===== config.mk =====
export PLATFORM = sky130hd
export DESIGN_NAME = framed_packet_receiver_unit
export DESIGN_NICKNAME = d
export VERILOG_FILES = /design/src/rtl/core/fpr_pkg.sv /design/src/rtl/core/fpr_in_stage.sv /design/src/rtl/core/fpr_parser.sv /design/src/rtl/core/fpr_out_stage.sv /design/src/rtl/core/framed_packet_receiver_unit.sv
export SDC_FILE = /design/constraint.sdc
export NUM_CORES = 1
export LEC_CHECK = 0
export CORE_ASPECT_RATIO = 1.75
export CORE_MARGIN = 2
export CORE_UTILIZATION = 45
export DETAILED_ROUTE_END_ITERATION = 8
export DONT_BUFFER_PORTS = 1
export PLACE_DENSITY = 0.71
export SLEW_MARGIN = 15
export SYNTH_ARGS = -nofsm -noshare
export SYNTH_HDL_FRONTEND = slang
export SYNTH_SLANG_ARGS = --single-unit
export TNS_END_PERCENT = 50

===== constraint.sdc =====
create_clock -name clk_i -period 8.4 [get_ports clk_i]
set_input_delay 0.42 -clock clk_i [delete_from_list [all_inputs] [get_ports clk_i]]
set_output_delay 0.42 -clock clk_i [all_outputs]
set_load 0.02 [all_outputs]

===== src/rtl/core/fpr_pkg.sv =====
`timescale 1ns / 1ps
// ----------------------------------------------------------------------------
// fpr_pkg
// Shared types and constants for the framed packet receiver.
// ----------------------------------------------------------------------------
package fpr_pkg;

  localparam int unsigned ByteW   = 8;
  localparam int unsigned StatusW = 2;
  localparam int unsigned CfgIdxW = 1;

  typedef enum logic [2:0] {
    PH_WAIT  = 3'd0,
    PH_ID    = 3'd1,
    PH_SIZE  = 3'd2,
    PH_DATA  = 3'd3,
    PH_CHECK = 3'd4,
    PH_STOP  = 3'd5
  } phase_e;

  typedef enum logic [CfgIdxW-1:0] {
    CFG_START_MARKER = 1'b0,
    CFG_STOP_MARKER  = 1'b1
  } cfg_idx_e;

  localparam logic KIND_PAYLOAD = 1'b0;
  localparam logic KIND_REPORT  = 1'b1;

  localparam int unsigned ST_MISMATCH_BIT = 0;
  localparam int unsigned ST_NO_STOP_BIT  = 1;

  typedef struct packed {
    logic               kind;
    logic [ByteW-1:0]   pbyte;
    logic [ByteW-1:0]   pidx;
    logic [ByteW-1:0]   id;
    logic [ByteW-1:0]   size;
    logic [StatusW-1:0] status;
  } result_t;

endpackage


===== src/rtl/core/fpr_in_stage.sv =====
`timescale 1ns / 1ps
// ----------------------------------------------------------------------------
// fpr_in_stage
// Input register holding one received byte until the parser consumes it.
// ----------------------------------------------------------------------------
module fpr_in_stage (
  input  logic                      clk_i,
  input  logic                      rst_ni,
  input  logic                      rx_valid_i,
  output logic                      rx_ready_o,
  input  logic [fpr_pkg::ByteW-1:0] rx_byte_i,
  input  logic                      consume_i,
  output logic                      vld_o,
  output logic [fpr_pkg::ByteW-1:0] byte_o
);
  import fpr_pkg::*;

  logic             vld_q, vld_d;
  logic [ByteW-1:0] byte_q;
  logic             load;

  assign rx_ready_o = !vld_q || consume_i;
  assign load       = rx_valid_i && rx_ready_o;

  always_comb begin
    vld_d = vld_q;
    if (load) begin
      vld_d = 1'b1;
    end else if (consume_i) begin
      vld_d = 1'b0;
    end
  end

  always_ff @(posedge clk_i or negedge rst_ni) begin
    if (!rst_ni) begin
      vld_q <= 1'b0;
    end else begin
      vld_q <= vld_d;
    end
  end

  always_ff @(posedge clk_i) begin
    if (load) begin
      byte_q <= rx_byte_i;
    end
  end

  assign vld_o  = vld_q;
  assign byte_o = byte_q;

endmodule


===== src/rtl/core/fpr_parser.sv =====
`timescale 1ns / 1ps
// ----------------------------------------------------------------------------
// fpr_parser
// Frame state machine, marker registers and result formation.
// ----------------------------------------------------------------------------
module fpr_parser (
  input  logic                        clk_i,
  input  logic                        rst_ni,
  input  logic                        cfg_we_i,
  input  logic [fpr_pkg::CfgIdxW-1:0] cfg_idx_i,
  input  logic [fpr_pkg::ByteW-1:0]   cfg_wdata_i,
  input  logic [fpr_pkg::ByteW-1:0]   byte_i,
  input  logic                        step_i,
  output logic                        has_res_o,
  output fpr_pkg::result_t            res_o
);
  import fpr_pkg::*;

  phase_e           phase_q, phase_d;
  logic [ByteW-1:0] start_q, stop_q;
  logic [ByteW-1:0] id_q, id_d;
  logic [ByteW-1:0] size_q, size_d;
  logic [ByteW-1:0] cnt_q, cnt_d;
  logic [ByteW-1:0] sum_q, sum_d;
  logic             mis_q, mis_d;
  logic [ByteW-1:0] cnt_inc;

  assign cnt_inc = cnt_q + 1'b1;

  // next state
  always_comb begin
    phase_d = phase_q;
    id_d    = id_q;
    size_d  = size_q;
    cnt_d   = cnt_q;
    sum_d   = sum_q;
    mis_d   = mis_q;
    unique case (phase_q)
      PH_ID: begin
        id_d    = byte_i;
        sum_d   = byte_i;
        phase_d = PH_SIZE;
      end
      PH_SIZE: begin
        size_d  = byte_i;
        sum_d   = sum_q + byte_i;
        cnt_d   = '0;
        phase_d = (byte_i == '0) ? PH_CHECK : PH_DATA;
      end
      PH_DATA: begin
        cnt_d = cnt_inc;
        if (cnt_inc == size_q) begin
          phase_d = PH_CHECK;
        end
      end
      PH_CHECK: begin
        mis_d   = (byte_i != sum_q);
        phase_d = PH_STOP;
      end
      PH_STOP: begin
        phase_d = PH_WAIT;
      end
      default: begin
        phase_d = PH_WAIT;
        if (byte_i == start_q) begin
          sum_d   = '0;
          mis_d   = 1'b0;
          cnt_d   = '0;
          phase_d = PH_ID;
        end
      end
    endcase
  end

  // outputs
  always_comb begin
    has_res_o  = 1'b0;
    res_o      = '0;
    res_o.id   = id_q;
    res_o.size = size_q;
    unique case (phase_q)
      PH_DATA: begin
        has_res_o   = 1'b1;
        res_o.kind  = KIND_PAYLOAD;
        res_o.pbyte = byte_i;
        res_o.pidx  = cnt_q;
      end
      PH_STOP: begin
        has_res_o                    = 1'b1;
        res_o.kind                   = KIND_REPORT;
        res_o.status[ST_MISMATCH_BIT] = mis_q;
        res_o.status[ST_NO_STOP_BIT]  = (byte_i != stop_q);
      end
      default: begin
        has_res_o = 1'b0;
      end
    endcase
  end

  always_ff @(posedge clk_i or negedge rst_ni) begin
    if (!rst_ni) begin
      phase_q <= PH_WAIT;
      id_q    <= '0;
      size_q  <= '0;
      cnt_q   <= '0;
      sum_q   <= '0;
      mis_q   <= 1'b0;
    end else if (step_i) begin
      phase_q <= phase_d;
      id_q    <= id_d;
      size_q  <= size_d;
      cnt_q   <= cnt_d;
      sum_q   <= sum_d;
      mis_q   <= mis_d;
    end
  end

  always_ff @(posedge clk_i or negedge rst_ni) begin
    if (!rst_ni) begin
      start_q <= '0;
      stop_q  <= '0;
    end else if (cfg_we_i) begin
      unique case (cfg_idx_i)
        CFG_START_MARKER: start_q <= cfg_wdata_i;
        CFG_STOP_MARKER:  stop_q  <= cfg_wdata_i;
        default:          start_q <= start_q;
      endcase
    end
  end

endmodule


===== src/rtl/core/fpr_out_stage.sv =====
`timescale 1ns / 1ps
// ----------------------------------------------------------------------------
// fpr_out_stage
// Result register holding one item until the sink takes it.
// ----------------------------------------------------------------------------
module fpr_out_stage (
  input  logic             clk_i,
  input  logic             rst_ni,
  input  logic             load_i,
  input  fpr_pkg::result_t res_i,
  output logic             free_o,
  output logic             res_valid_o,
  input  logic             res_ready_i,
  output fpr_pkg::result_t res_o
);
  import fpr_pkg::*;

  logic    vld_q, vld_d;
  result_t res_q;

  assign free_o = !vld_q || res_ready_i;

  always_comb begin
    vld_d = vld_q;
    if (load_i) begin
      vld_d = 1'b1;
    end else if (res_ready_i) begin
      vld_d = 1'b0;
    end
  end

  always_ff @(posedge clk_i or negedge rst_ni) begin
    if (!rst_ni) begin
      vld_q <= 1'b0;
    end else begin
      vld_q <= vld_d;
    end
  end

  always_ff @(posedge clk_i) begin
    if (load_i) begin
      res_q <= res_i;
    end
  end

  assign res_valid_o = vld_q;
  assign res_o       = res_q;

endmodule


===== src/rtl/core/framed_packet_receiver_unit.sv =====
`timescale 1ns / 1ps
// ----------------------------------------------------------------------------
// framed_packet_receiver_unit
// Parses start, id, size, data, check, stop frames from a byte stream.
//
//   channel   direction  handshake                 payload
//   rx        in         rx_valid_i / rx_ready_o   rx_byte_i
//   res       out        res_valid_o / res_ready_i result_kind_o .. packet_status_o
//   cfg       in         cfg_we_i                  cfg_idx_i, cfg_wdata_i
//
// One byte per cycle unless the result register backs up: input register, parse
// logic, result register. A byte leaves its input register in the cycle after
// acceptance unless it makes a result while the result register is full and not
// being taken. Reset clears the frame state, markers and both valid flags.
// ----------------------------------------------------------------------------
module framed_packet_receiver_unit (
  input  logic                        clk_i,
  input  logic                        rst_ni,
  input  logic                        cfg_we_i,
  input  logic [fpr_pkg::CfgIdxW-1:0] cfg_idx_i,
  input  logic [fpr_pkg::ByteW-1:0]   cfg_wdata_i,
  input  logic                        rx_valid_i,
  output logic                        rx_ready_o,
  input  logic [fpr_pkg::ByteW-1:0]   rx_byte_i,
  output logic                        res_valid_o,
  input  logic                        res_ready_i,
  output logic                        result_kind_o,
  output logic [fpr_pkg::ByteW-1:0]   payload_byte_o,
  output logic [fpr_pkg::ByteW-1:0]   payload_index_o,
  output logic [fpr_pkg::ByteW-1:0]   packet_id_o,
  output logic [fpr_pkg::ByteW-1:0]   packet_size_o,
  output logic [fpr_pkg::StatusW-1:0] packet_status_o
);
  import fpr_pkg::*;

  logic             in_vld;
  logic [ByteW-1:0] in_byte;
  logic             out_free;
  logic             step_vld;
  logic             step_has_res;
  result_t          res_new, res_out;

  assign step_vld = in_vld && (!step_has_res || out_free);

  fpr_in_stage u_in (
    .clk_i      (clk_i),
    .rst_ni     (rst_ni),
    .rx_valid_i (rx_valid_i),
    .rx_ready_o (rx_ready_o),
    .rx_byte_i  (rx_byte_i),
    .consume_i  (step_vld),
    .vld_o      (in_vld),
    .byte_o     (in_byte)
  );

  fpr_parser u_parser (
    .clk_i       (clk_i),
    .rst_ni      (rst_ni),
    .cfg_we_i    (cfg_we_i),
    .cfg_idx_i   (cfg_idx_i),
    .cfg_wdata_i (cfg_wdata_i),
    .byte_i      (in_byte),
    .step_i      (step_vld),
    .has_res_o   (step_has_res),
    .res_o       (res_new)
  );

  fpr_out_stage u_out (
    .clk_i       (clk_i),
    .rst_ni      (rst_ni),
    .load_i      (step_vld && step_has_res),
    .res_i       (res_new),
    .free_o      (out_free),
    .res_valid_o (res_valid_o),
    .res_ready_i (res_ready_i),
    .res_o       (res_out)
  );

  assign result_kind_o   = res_out.kind;
  assign payload_byte_o  = res_out.pbyte;
  assign payload_index_o = res_out.pidx;
  assign packet_id_o     = res_out.id;
  assign packet_size_o   = res_out.size;
  assign packet_status_o = res_out.status;

endmodule


==> results.txt, run 1 <==
----------------------------------------------------
[Run status]
  Outcome ... completed

[Worst setup path]
  Data required time at the worst endpoint ... between 8 and 9 ns
  Number of cells on the worst reg-to-reg path ... 4
  Worst-path cell chain ... inv_1, nor3_2, nor2b_1, mux2_2
  Critical-path maximum fanout ... 23
  Crit Path Class ... reg2reg
  Critical Path AT ... around 3.0 ns
  Family of cells with the greatest summed delay on the critical path ... simple AND/OR/NAND/NOR gates
  Critical Path Source ... u_parser.phase_q[0]$_DFFE_PN0P_
  Worst-case register-to-register setup slack ... around 5.7 ns
  R2r startpoint ... u_parser.phase_q[0]$_DFFE_PN0P_
  Category of the worst setup path launch point ... register
  Critical Path Sink Type ... register
  Slowest cell on the critical path ... dfrtp_1
  Worst r2r dst ... u_parser.id_q[0]$_DFFE_PN0P_
  Number of buffers and inverters on the critical path ... 1
  Delay of the slowest critical-path stage ... around 0.8 ns

[Logic synthesis]
  Post-synthesis instance area ... ~4600 um^2
  Ys async rst share ... between 50 and 60%
  Number of warnings printed during yosys synthesis ... 0
  Adder and majority gate portion of the synthesized area ... 2.62%
  Main synth FF type ... dfrtp_1
  Sequential fraction of the synthesis area ... 57.5%
  Flop and latch count out of synthesis ... 97
  Share of synthesized cell area in and, or, nand and nor gates ... 12.4%
  Combinational family with the most area after synthesis ... simple AND/OR/NAND/NOR gates
  Number of different library cells in the post-synthesis netlist ... 53
  Synth Area in XOR/XNOR ... a little under 6%
  Number of enable flip-flop cells after synthesis ... 43
  Mapped Nets ... 402
  Post-synthesis compound-gate area fraction ... 9.86%
  Synthesized area per cell ... between 10 and 15 um^2
  Multiplexer area fraction after synthesis ... 8.47%
  Number of instances in the synthesized netlist ... between 300 and 400

[Finish]
  Final non-filler cell total ... roughly 490
  Final-layout fill cell count ... just under 900
  Area delta synth->final ... 8.31%
  Post-Layout Inst Area ... just under 5000 um^2
  Post-Route Utilization ... between 50% and 60%
  Diodes inserted ... 0
  Share of layout cells above drive strength 1 ... between 15 and 20%
  Number of nets at the end of the flow ... just under 400

[Die]
  Height of the die ... around 140 um
  I/O pins ... slightly below 60
  Cell Rows ... between 40 and 50
  Initial core utilization ... between 40% and 50%
  Die Outline Area ... 11100 um^2
  X dimension of the die ... 80.4 um
  Core ar. ... about 10000 um^2

[Timing]
  Final hold violations ... 0
  Total of endpoints with negative setup slack in the final report ... 0
  Post-route fraction of the period consumed by the critical path ... between 30% and 40%
  Worst setup skew after layout ... about 0.011 ns
  Slew at the pin with the worst max-slew slack ... 0.969 ns
  Unrepaired setup endpoints after global routing ... false
  Final-layout setup total negative slack ... 0 ns
  Remaining max-slew budget at the tightest pin ... approximately a third
  Worst hold slack after final layout ... approximately 0.16 ns
  Shortest clock period the worst path allows after layout ... approximately 2.7 ns
  Post-layout worst setup margin ... 5.66 ns
  Count of pins over their slew limit ... 0
  Fmax achieved ... between 0.3 and 0.4 GHz

[Power and ir drop]
  Pwr per Cell Area ... 358 nW/um^2
  Worst-case vdd ir drop ... around 0.00017 V
  Switching power share of the total ... around 37%
  Total internal power ... approximately 1.1 mW
  Psw ... between 0.6 and 0.7 mW
  Share of total power in the clock network ... roughly 22%
  Static power due to leakage ... between 1.5 and 2 nW
  Total power consumption of the routed design ... 1.78 mW
  Comb pwr share ... between 20% and 30%
  Register share of total power ... roughly half

[Route]
  Final antenna-violating net count ... 0
  Detailed-route wire length ... approximately 9400 um
  Average detailed-routed wire length per instance ... 19.1 um
  Routed vias ... ~2800
  DR DRC count ... 0
  Vias per cell ... 5.76
  TritonRoute pass-1 iters ... 4
  DRC violation total after the first TritonRoute iteration ... a little under 200

[Clocking]
  Number of buffers inserted during clock tree synthesis ... 9
  Clock insertion delay at the later pin of the skew report ... 0.35 ns
  H-tree Lvls ... 3
  PostCTS Resize Cnt ... 0
  Number of buffers on the longest clock path ... 2
  CTS clock-pin slew for the worst setup and hold paths ... ~0.070 ns
  Clock sink count ... between 90 and 100
  Clock tree from TritonCTS ... done
  Master cell of the clock root buffer ... clkbuf_16

[Global route]
  Overflow after GRT ... 0
  Combined global-route utilization of all metal layers ... between 10% and 20%
  Pin count of the biggest net entering global routing ... 55
  Via count of the first global-routing pass ... slightly above 3000
  Antenna violations before repair ... 0
  First-pass GRT wire length ... 15600 um

[Job]
  Max-cap violations ... 0

[Placement]
  Cell area after placement ... ~4600 um^2
  Sum of net half-perimeters after detailed placement ... between 6000 and 7000 um
  Last weighted congestion value of the routability-driven placer ... slightly below 0.9
  Placed instance count ... 475
  Pre-CTS setup slack ... ~5.7 ns
  Buffers on Ports ... 0

[Worst hold path]
  Hold Path Class ... in2reg
  Hold EP ... u_in.byte_o[4]$_DFFE_PP_
  Start point of the worst hold path ... rx_byte_i[4]
  Instance count along the most critical hold path ... 0

----------------------------------------------------
## worst register-to-register path, cell delays in order, from the launching register on
cell and delay (ns):
dfrtp_1 0.78, inv_1 0.20, nor3_2 0.53, nor2b_1 0.70, mux2_2 0.43
## final cells by class
class	instances	area (um^2)	share of cell area, %
inverter	9	33.8	0.679
timing repair buffer	2	37.5	0.755
clock inverter	7	67.6	1.36
clock buffer	9	225	4.53
tap	125	156	3.14
sequential	97	2640	53.1
multi-input combinational	244	1810	36.4
## synthesized netlist by cell type (4+ instances only)
cell,n,area (um^2)
dfrtp_1,54,1350
edfxtp_1,43,1290
mux2_2,31,349
nor2_1,22,82.6
a21oi_1,17,85.1
and3_1,16,100
nand2_1,16,60.1
xnor2_1,16,140
xor2_1,15,131
o21ai_0,14,70.1
clkbuf_1,10,37.5
inv_1,9,33.8
nand3_1,9,45.0
ha_1,8,100
nor3_1,7,35.0
buf_2,6,30.0
a211oi_1,5,37.5
a22oi_1,5,37.5
a31oi_1,5,31.3
nor4_1,5,31.3
mux2i_1,4,40.0
## power by group through the flow
stage | logic [mW] | registers, mW | clock network, mW
final | 0.525 | 0.856 | 0.398
after global routing | 0.593 | 0.877 | 0.426
after CTS | 0.529 | 0.858 | 0.406
after detailed placement | 0.518 | 0.868 | 0
after global placement | 0.501 | 0.857 | 0
after floorplan | 0.466 | 0.802 | 0
## metal layers
layer	GRT usage, %	vias to the layer above	share of wire (%)
met3	4.19	23	3.4
met4	10.6	0	3.4
met2	32.4	80	55
li1	-	1342	-
met1	21.5	1394	38
met5	0	-	0
## worst max-delay path by stage
stage	to	slack, ns	cells after the start
6_report	u_parser.id_q[0]$_DFFE_PN0P_	5.66	4
5_1_grt	u_parser.id_q[0]$_DFFE_PN0P_	5.36	4
4_1_cts	u_parser.id_q[0]$_DFFE_PN0P_	5.65	4
3_5_place_dp	u_parser.id_q[0]$_DFFE_PN0P_	5.66	4
3_3_place_gp	u_parser.id_q[2]$_DFFE_PN0P_	5.80	4
2_1_floorplan	u_out.res_o[0]$_SDFFCE_PN0P_	5.47	6
## cell families (layout without fill, tap and decap cells)
| family | count (synthesis) | count (layout) |
|---|---|---|
| xor+xnor | 31 | 31 |
| flops | 97 | 97 |
| fa+ha+maj | 9 | 9 |
| compound gates | 68 | 68 |
| simple gates | 101 | 101 |
| mux | 35 | 35 |
| buf+inv | 30 | 27 |
## cell usage in the layout (no fill, tap or decap), drive strengths merged, types with 5 or more instances in the layout
cell type  synthesis  routed
a21oi             17      17
nor2              22      22
nand2             16      16
dfrtp             54      54
a22oi              5       5
ha                 8       8
mux2              31      31
xor2              15      15
and3              17      17
inv                9      13
nor4               6       6
edfxtp            43      43
o21ai             16      16
a31oi              5       5
nor3               8       8
a211oi             5       5
nor2b              5       5
nand3              9       9
clkbuf            10       9
xnor2             16      16
## flip-flops by register name (all words and copies together), names as in the netlist
signal / cells
u_parser.phase_q: 3
u_parser.id_q: 8
u_in.byte_o: 8
u_parser.size_q: 8
u_parser.cnt_q: 8
u_in.vld_o: 1
u_parser.stop_q: 8
u_parser.mis_q: 1
u_parser.start_q: 8
u_out.res_o: 35
u_out.res_valid_o: 1
u_parser.sum_q: 8
## timing repair
| action | CTS | global route |
|---|---|---|
| hold buffers | 2 | 0 |
| endpoints found under the hold margin | 54 | 0 |
| buffers inserted | 0 | 0 |
| endpoints found under the setup margin | 0 | 0 |
No activity file was read; power rests on OpenSTA's default activity.
==> run 2: changes to the inputs <==
--- a/config.mk
+++ b/config.mk
@@ -5,6 +5,7 @@
 export SDC_FILE = /design/constraint.sdc
 export NUM_CORES = 1
 export LEC_CHECK = 0
+export ABC_AREA = 1
 export CORE_ASPECT_RATIO = 1.75
 export CORE_MARGIN = 2
 export CORE_UTILIZATION = 45
==> constraint.sdc (replaced) <==
create_clock -name clk_i -period 2.8 [get_ports clk_i]
set_input_delay 0.14 -clock clk_i [delete_from_list [all_inputs] [get_ports clk_i]]
set_output_delay 0.14 -clock clk_i [all_outputs]
set_load 0.02 [all_outputs]
==> run 2 against run 1 <==
Effect of this change: sequential cell count unchanged; sequential power increased by 150%; cell area is 6.1% higher; clock power rose to 2.9 times the previous value; area after synthesis is 0.90% higher; critical path depth grew 5; register-to-register slack worse by 4.8 ns; first-iteration DRC count decreased by 3.0%; synthesized cell count is 34% higher; hold slack improved by 0.078 ns; routed wire length rose by 4.4%.
==> results.txt, run 2 <==
----------------------------------------------------
[Run status]
  Outcome ... completed

[Route]
  Detailed-route wire length ... 9830 um (+4.4%)
  Met1 wire length ... 3610 um (+1.2%)
  DR WL met3 ... 403 um (+27%)
  TritonRoute pass-1 iters ... 5 (+1)
  Final antenna-violating net count ... 0 (unchanged)
  Vias per cell ... 5.22 (-9.3%)
  DRC violation total after the first TritonRoute iteration ... 192 (-3.0%)
  Routed vias ... 3430 (+21%)
  Average detailed-routed wire length per instance ... 15.0 um (-22%)
  Sum of met2 wire segment lengths after detailed routing ... 5340 um (+2.4%)
  DR DRC count ... 0 (unchanged)
  Top Metal Used ... met4

[Die]
  Height of the die ... 138 um (+0.44%)
  Core ar. ... 10200 um^2 (+2.7%)
  Die Outline Area ... 11200 um^2 (+0.87%)
  Initial core utilization ... 45.5% (-0.81 points)
  I/O pins ... 59 (unchanged)
  Cell Rows ... 49 (+2.1%)
  X dimension of the die ... 80.7 um (+0.43%)

[Finish]
  Area delta synth->final ... 13.9%
  Highest-count cells in the layout ignoring fill and taps ... 139 x nand2_1, 54 x inv_1, 54 x dfrtp_1, 43 x edfxtp_1, 37 x nor2_1
  Largest register FFs ... 35 (unchanged)
  Final-layout fill cell count ... 961 (+9.0%)
  Diodes inserted ... 0 (unchanged)
  Number of nets at the end of the flow ... 556 (+41%)
  Final non-filler cell total ... 657 (+33%)
  Post-Route Utilization ... 51.8% (+1.7 points)
  Sequential cell area ... 2640 um^2 (unchanged)
  Share of layout cells above drive strength 1 ... 10.4% (-5.4 points)
  Area occupied by multi-input gates ... 1710 um^2 (-5.5%)
  Most frequent standard cell in the layout excluding fill and tap cells ... nand2_1

[Timing]
  Shortest clock period the worst path allows after layout ... 1.91 ns (-0.835 ns)
  Final hold violations ... 0 (unchanged)
  Fmax achieved ... 0.524 GHz (+44%)
  Total of endpoints with negative setup slack in the final report ... 0 (unchanged)
  Slew at the pin with the worst max-slew slack ... 0.465 ns (-0.504 ns)
  Worst setup skew after layout ... 0.0117 ns (+0.000325 ns)
  Unrepaired setup endpoints after global routing ... false
  Count of pins over their slew limit ... 0 (unchanged)
  Final-layout setup total negative slack ... 0 ns (unchanged)
  Post-route fraction of the period consumed by the critical path ... 68.2% (+36 points)
  Remaining max-slew budget at the tightest pin ... 68.9% (+34 points)

[Worst setup path]
  R2r startpoint ... u_parser.phase_q[1]$_DFFE_PN0P_
  Category of the worst setup path launch point ... register
  Crit Path Class ... reg2reg
  Data required time at the worst endpoint ... 2.79 ns (-5.84 ns)
  Critical-path maximum fanout ... 35 (+52%)
  Critical Path AT ... 1.90 ns (-1.08 ns)
  Critical Path Sink Type ... register
  Critical Path Source ... u_parser.phase_q[1]$_DFFE_PN0P_

[Global route]
  Overflow after GRT ... 0 (unchanged)
  Via count of the first global-routing pass ... 3370 (+12%)
  First-pass GRT wire length ... 15900 um (+2.2%)
  Pin count of the biggest net entering global routing ... 55 (unchanged)
  Combined global-route utilization of all metal layers ... 18.8% (-0.16 points)
  Antenna violations before repair ... 0 (unchanged)

[Logic synthesis]
  Ys async rst share ... 55.7% (unchanged)
  Number of warnings printed during yosys synthesis ... 0 (unchanged)
  Top cells by count, synth ... 139 x nand2_1, 54 x dfrtp_1, 54 x inv_1
  Number of instances in the synthesized netlist ... 497 (+34%)
  Sequential fraction of the synthesis area ... 57.0% (-0.51 points)
  Post-synthesis instance area ... 4630 um^2 (+0.90%)
  Area share of the largest cell type after synthesis ... 29.2% (-0.26 points)
  Number of enable flip-flop cells after synthesis ... 43 (unchanged)
  Mapped Nets ... 528 (+31%)
  Synthesized area per cell ... 9.32 um^2 (-25%)
  Flop and latch count out of synthesis ... 97 (unchanged)
  Dominant cell by count in the synthesized netlist ... nand2_1
  Library cell with the largest summed area after synthesis ... dfrtp_1
  Cell types occupying the most area after synthesis ... dfrtp_1 29%, edfxtp_1 28%, nand2_1 11%, inv_1 4.4%, nand3_1 3.8%
  Number of different library cells in the post-synthesis netlist ... 32 (-40%)
  Main synth FF type ... dfrtp_1

[Placement]
  Placed instance count ... 621 (+31%)
  Sum of net half-perimeters after detailed placement ... 7220 um (+7.1%)
  Buffers on Ports ... 0 (unchanged)
  Last weighted congestion value of the routability-driven placer ... 0.932 (+4.1%)

[Clocking]
  H-tree Lvls ... 3 (unchanged)
  Clock insertion delay at the later pin of the skew report ... 0.35 ns (about the same)
  Master cell of the clock root buffer ... clkbuf_16
  PostCTS Resize Cnt ... 0 (unchanged)
  Clock tree from TritonCTS ... done
  Number of buffers inserted during clock tree synthesis ... 9 (unchanged)
  CTS clock-pin slew for the worst setup and hold paths ... 0.07 ns (about the same)
  Number of buffers added for setup after CTS ... 0 (unchanged)
  Number of buffers on the longest clock path ... 2 (unchanged)
  Clock sink count ... 97 (unchanged)

[Power and ir drop]
  Pwr per Cell Area ... 862 nW/um^2 (+140%)
  Worst-case vdd ir drop ... 0.000462 V (+170%)
  Total power consumption of the routed design ... 4.55 mW (+160%)
  Static power due to leakage ... 2.37 nW (+23%)

[Job]
  Max-cap violations ... 0 (unchanged)

[Worst hold path]
  Hold Path Class ... in2reg
  Start point of the worst hold path ... res_ready_i

----------------------------------------------------
## run 2: critical path: stages, from the launching register on
cell and delay [ns]:
dfrtp_1 0.42, inv_1 0.08, nand3_1 0.14, nand2_2 0.11, nand2_2 0.07, nand2_2 0.08, inv_6 0.12, nand2_1 0.08
inv_1 0.05, buf_4 0.38
## run 2: path summary, 6_finish.rpt
path,endpoint,slack (ns),cells after the start
max,u_out.res_o[28]$_SDFFCE_PN0P_,0.89,9
min,u_in.vld_o$_DFFE_PN0P_,0.24,3
max reg2reg,u_out.res_o[28]$_SDFFCE_PN0P_,0.89,9
min reg2reg,u_out.res_o[17]$_DFFE_PP_,0.45,0
max in group asynchronous,u_parser.cnt_q[3]$_DFFE_PN0P_,2.24,2
min in group asynchronous,u_parser.size_q[6]$_DFFE_PN0P_,0.32,2
## run 2: area by class of cell
cell class | instances | area share [%]
Timing Repair Buffer | 22 | 4.41
Clock buffer | 9 | 4.27
Multi-Input combinational cell | 331 | 32.4
Inverter | 64 | 4.67
Tap cell | 127 | 3.01
Clock inverter | 7 | 1.14
Sequential cell | 97 | 50.1
## run 2: layer usage
layer  GRT usage, %  vias up
met5              0        -
met4           11.4        0
met3           3.39       33
met2           32.9      119
met1           20.2     1595
li1               -     1683
## run 2: power by group
part	internal [mW]	total, mW	switching [mW]
Sequential	1.82	2.12	0.303
Combinational	0.453	1.26	0.805
Clock	0.619	1.17	0.553
## run 2: repair_timing
item                                   in CTS  in global routing
setup endpoints to repair                   0                  0
hold buffers                               20                  0
endpoints found under the hold margin      80                  0
## run 2: per-stage QoR
stage / worst slack [ns] / area, um^2 / hold WS, ns
global placement: 0.961 / 4770 / -0.154
finish: 0.890 / 5280 / 0.242
global route: 0.713 / 5280 / 0.260
detailed placement: 0.869 / 4770 / -0.153
floorplan: 0.685 / 4630 / -0.156
CTS: 0.858 / 5280 / 0.217
## run 2: cell families (layout without fill, tap and decap cells)
family / after synthesis / count (layout) / share of synthesized area (%)
xor gates and xnor gates: 18 / 18 / 3.40
and+or+nand+nor: 238 / 238 / 22.5
buffers and inverters: 69 / 102 / 6.05
AOI/OAI and AO/OA: 66 / 66 / 8.45
DFF: 97 / 97 / 57.0
adders and majority gates: 9 / 9 / 2.59
==> run 3: changes to the inputs <==
==> constraint.sdc (replaced) <==
create_clock -name clk_i -period 1.95 [get_ports clk_i]
set_input_delay 0.0975 -clock clk_i [delete_from_list [all_inputs] [get_ports clk_i]]
set_output_delay 0.0975 -clock clk_i [all_outputs]
set_load 0.02 [all_outputs]
==> run 3 against run 2 <==
Effect of this change: routed wire length grew 8.8%; critical path depth down 3; fmax is 1.7% higher; sequential cell count unchanged; core utilization increased by 1.4 points; sequential power increased by 44%.
==> results.txt, run 3 (synthesized netlist as in run 2, its figures left out) <==
----------------------------------------------------
[Die]
  Cell Rows ... 49 (unchanged)
  I/O pins ... 59 (unchanged)
  Core ar. ... 10200 um^2 (unchanged)
  Initial core utilization ... 45.5% (unchanged)
  Height of the die ... 138 um (unchanged)
  X dimension of the die ... 80.7 um (unchanged)
  Die Outline Area ... 11200 um^2 (unchanged)

[Finish]
  Area delta synth->final ... 17.0%
  Post-Layout Inst Area ... 5420 um^2 (+2.7%)
  Highest-count cells in the layout ignoring fill and taps ... 138 x nand2_1, 53 x inv_1, 52 x dfrtp_1, 43 x edfxtp_1, 36 x nor2_1
  Final non-filler cell total ... 668 (+1.7%)
  Largest register FFs ... 35 (unchanged)
  Most frequent standard cell in the layout excluding fill and tap cells ... nand2_1
  Post-Route Utilization ... 53.2% (+1.4 points)
  Number of nets at the end of the flow ... 567 (+2.0%)
  Share of layout cells above drive strength 1 ... 13.3% (+2.9 points)
  Diodes inserted ... 0 (unchanged)

[Worst setup path]
  Number of buffers and inverters on the critical path ... 0 (-4)
  Crit Path Class ... reg2reg
  Slowest cell on the critical path ... edfxtp_1
  Family of cells with the greatest summed delay on the critical path ... adder cells
  Worst-path cell chain ... ha_1, fa_1, nand2_1, nor3b_1, a21oi_1, o21ai_1
  Category of the worst setup path launch point ... register
  Critical Path Sink Type ... register
  Delay of the slowest critical-path stage ... 0.46 ns (+0.04 ns)
  Worst-case register-to-register setup slack ... 0.07 ns (-0.82 ns)
  Critical-path maximum fanout ... 4 (-89%)
  Critical Path AT ... 2.14 ns (+0.24 ns)
  Data required time at the worst endpoint ... 2.21 ns (-0.58 ns)

[Route]
  Routed vias ... 3465 (+1.0%)
  Average detailed-routed wire length per instance ... 16.0 um (+7.1%)
  Final antenna-violating net count ... 0 (unchanged)
  DR DRC count ... 0 (unchanged)
  Detailed-route wire length ... 10700 um (+8.8%)
  Vias per cell ... 5.19 (-0.64%)
  DRC violation total after the first TritonRoute iteration ... 261 (+36%)
  TritonRoute pass-1 iters ... 5 (unchanged)

[Power and ir drop]
  Total power consumption of the routed design ... 6.72 mW (+48%)
  Worst-case vdd ir drop ... 0.000771 V (+67%)
  Static power due to leakage ... 2.42 nW (+2.1%)
  Pwr per Cell Area ... 1240 nW/um^2 (+44%)

[Placement]
  Buffers on Ports ... 0 (unchanged)
  Sum of net half-perimeters after detailed placement ... 7820 um (+8.2%)
  Last weighted congestion value of the routability-driven placer ... 0.997 (+7.0%)
  Placed instance count ... 632 (+1.8%)
  Pre-CTS setup slack ... 0.136 ns (-0.733 ns)
  Cell area after placement ... 4880 um^2 (+2.3%)

[Global route]
  First-pass GRT wire length ... 17300 um (+8.8%)
  Via count of the first global-routing pass ... 3473 (+3.1%)
  Overflow after GRT ... 0 (unchanged)
  Antenna violations before repair ... 0 (unchanged)
  Pin count of the biggest net entering global routing ... 55 (unchanged)
  Combined global-route utilization of all metal layers ... 20.6% (+1.9 points)

[Timing]
  Final hold violations ... 0 (unchanged)
  Unrepaired setup endpoints after global routing ... true
  Worst hold slack after final layout ... 0.122 ns (-0.120 ns)
  Worst setup skew after layout ... 0.00928 ns (-0.00247 ns)
  Count of pins over their slew limit ... 0 (unchanged)
  Fmax achieved ... 0.532 GHz (+1.7%)
  Total of endpoints with negative setup slack in the final report ... 0 (unchanged)
  Final-layout setup total negative slack ... 0 ns (unchanged)
  Post-route fraction of the period consumed by the critical path ... 96.3% (+28 points)
  Shortest clock period the worst path allows after layout ... 1.88 ns (-0.0311 ns)
  Post-layout worst setup margin ... 0.0714 ns (-0.819 ns)
  Slew at the pin with the worst max-slew slack ... 0.472 ns (+0.00688 ns)
  Remaining max-slew budget at the tightest pin ... 68.4% (-0.46 points)

[Job]
  Max-cap violations ... 0 (unchanged)

[Clocking]
  Number of buffers added for setup after CTS ... 0 (unchanged)
  H-tree Lvls ... 3 (unchanged)
  Clock insertion delay at the later pin of the skew report ... 0.35 ns (about the same)
  Clock tree from TritonCTS ... done
  Number of buffers on the longest clock path ... 2 (unchanged)
  Number of buffers inserted during clock tree synthesis ... 9 (unchanged)
  Master cell of the clock root buffer ... clkbuf_16
  CTS clock-pin slew for the worst setup and hold paths ... 0.07 ns (about the same)
  Clock sink count ... 97 (unchanged)

[Worst hold path]
  Hold Path Class ... in2reg

[Run status]
  Outcome ... completed

----------------------------------------------------
-- run 3: cell count changes in the layout (fill, tap and decap cells not counted), sizes merged --
cell / before / now
buf: 3 / 14
clkbuf: 9 / 10
inv: 67 / 65
clkinvlp: 0 / 1
-- run 3: path summary, 6_finish.rpt --
kind,from,endpoint,cells past startpoint
setup / recovery,u_in.byte_o[0]$_DFFE_PP_,u_parser.sum_q[2]$_DFFE_PN0P_,6
hold / removal,res_ready_i,u_in.vld_o$_DFFE_PN0P_,4
setup reg to reg,u_in.byte_o[0]$_DFFE_PP_,u_parser.sum_q[2]$_DFFE_PN0P_,6
hold reg to reg,u_parser.id_q[7]$_DFFE_PN0P_,u_out.res_o[17]$_DFFE_PP_,0
max in group asynchronous,rst_ni,u_parser.phase_q[0]$_DFFE_PN0P_,2
min in group asynchronous,rst_ni,u_parser.id_q[0]$_DFFE_PN0P_,2
-- run 3: cell type report --
cell class	count	area, um^2
inverters	64	250
flip-flops and latches	97	2650
clock inverters	6	57.6
clock buffers	10	239
well taps	127	159
fillers	957	4760
multi-input cells	331	1740
repair buffers	33	328
-- run 3: repair_timing --
| action | in CTS | in global routing |
|---|---|---|
| setup endpoints to repair | 0 | 10 |
| endpoints found under the hold margin | 80 | 0 |
| hold buffers | 20 | 0 |
| gates resized for setup | 0 | 6 |
-- run 3: tightest hold or removal path, cell delays in order --
cell,delay [ns]
nor2_1,0.05
nand3_1,0.13
nand2_1,0.09
nand2_1,0.07
-- run 3: report_power, final --
group | switching [mW] | internal (mW)
logic | 1.23 | 0.696
registers | 0.448 | 2.61
clock network | 0.809 | 0.929
-- run 3: metal layers --
metal | global-route usage (%) | vias to the layer above | share of wire, %
li1 | - | 1714 | -
met1 | 22.9 | 1631 | 37
met2 | 37.4 | 96 | 57
met3 | 3.13 | 24 | 2.6
met4 | 9.72 | 0 | 3.6
met5 | 0 | - | 0
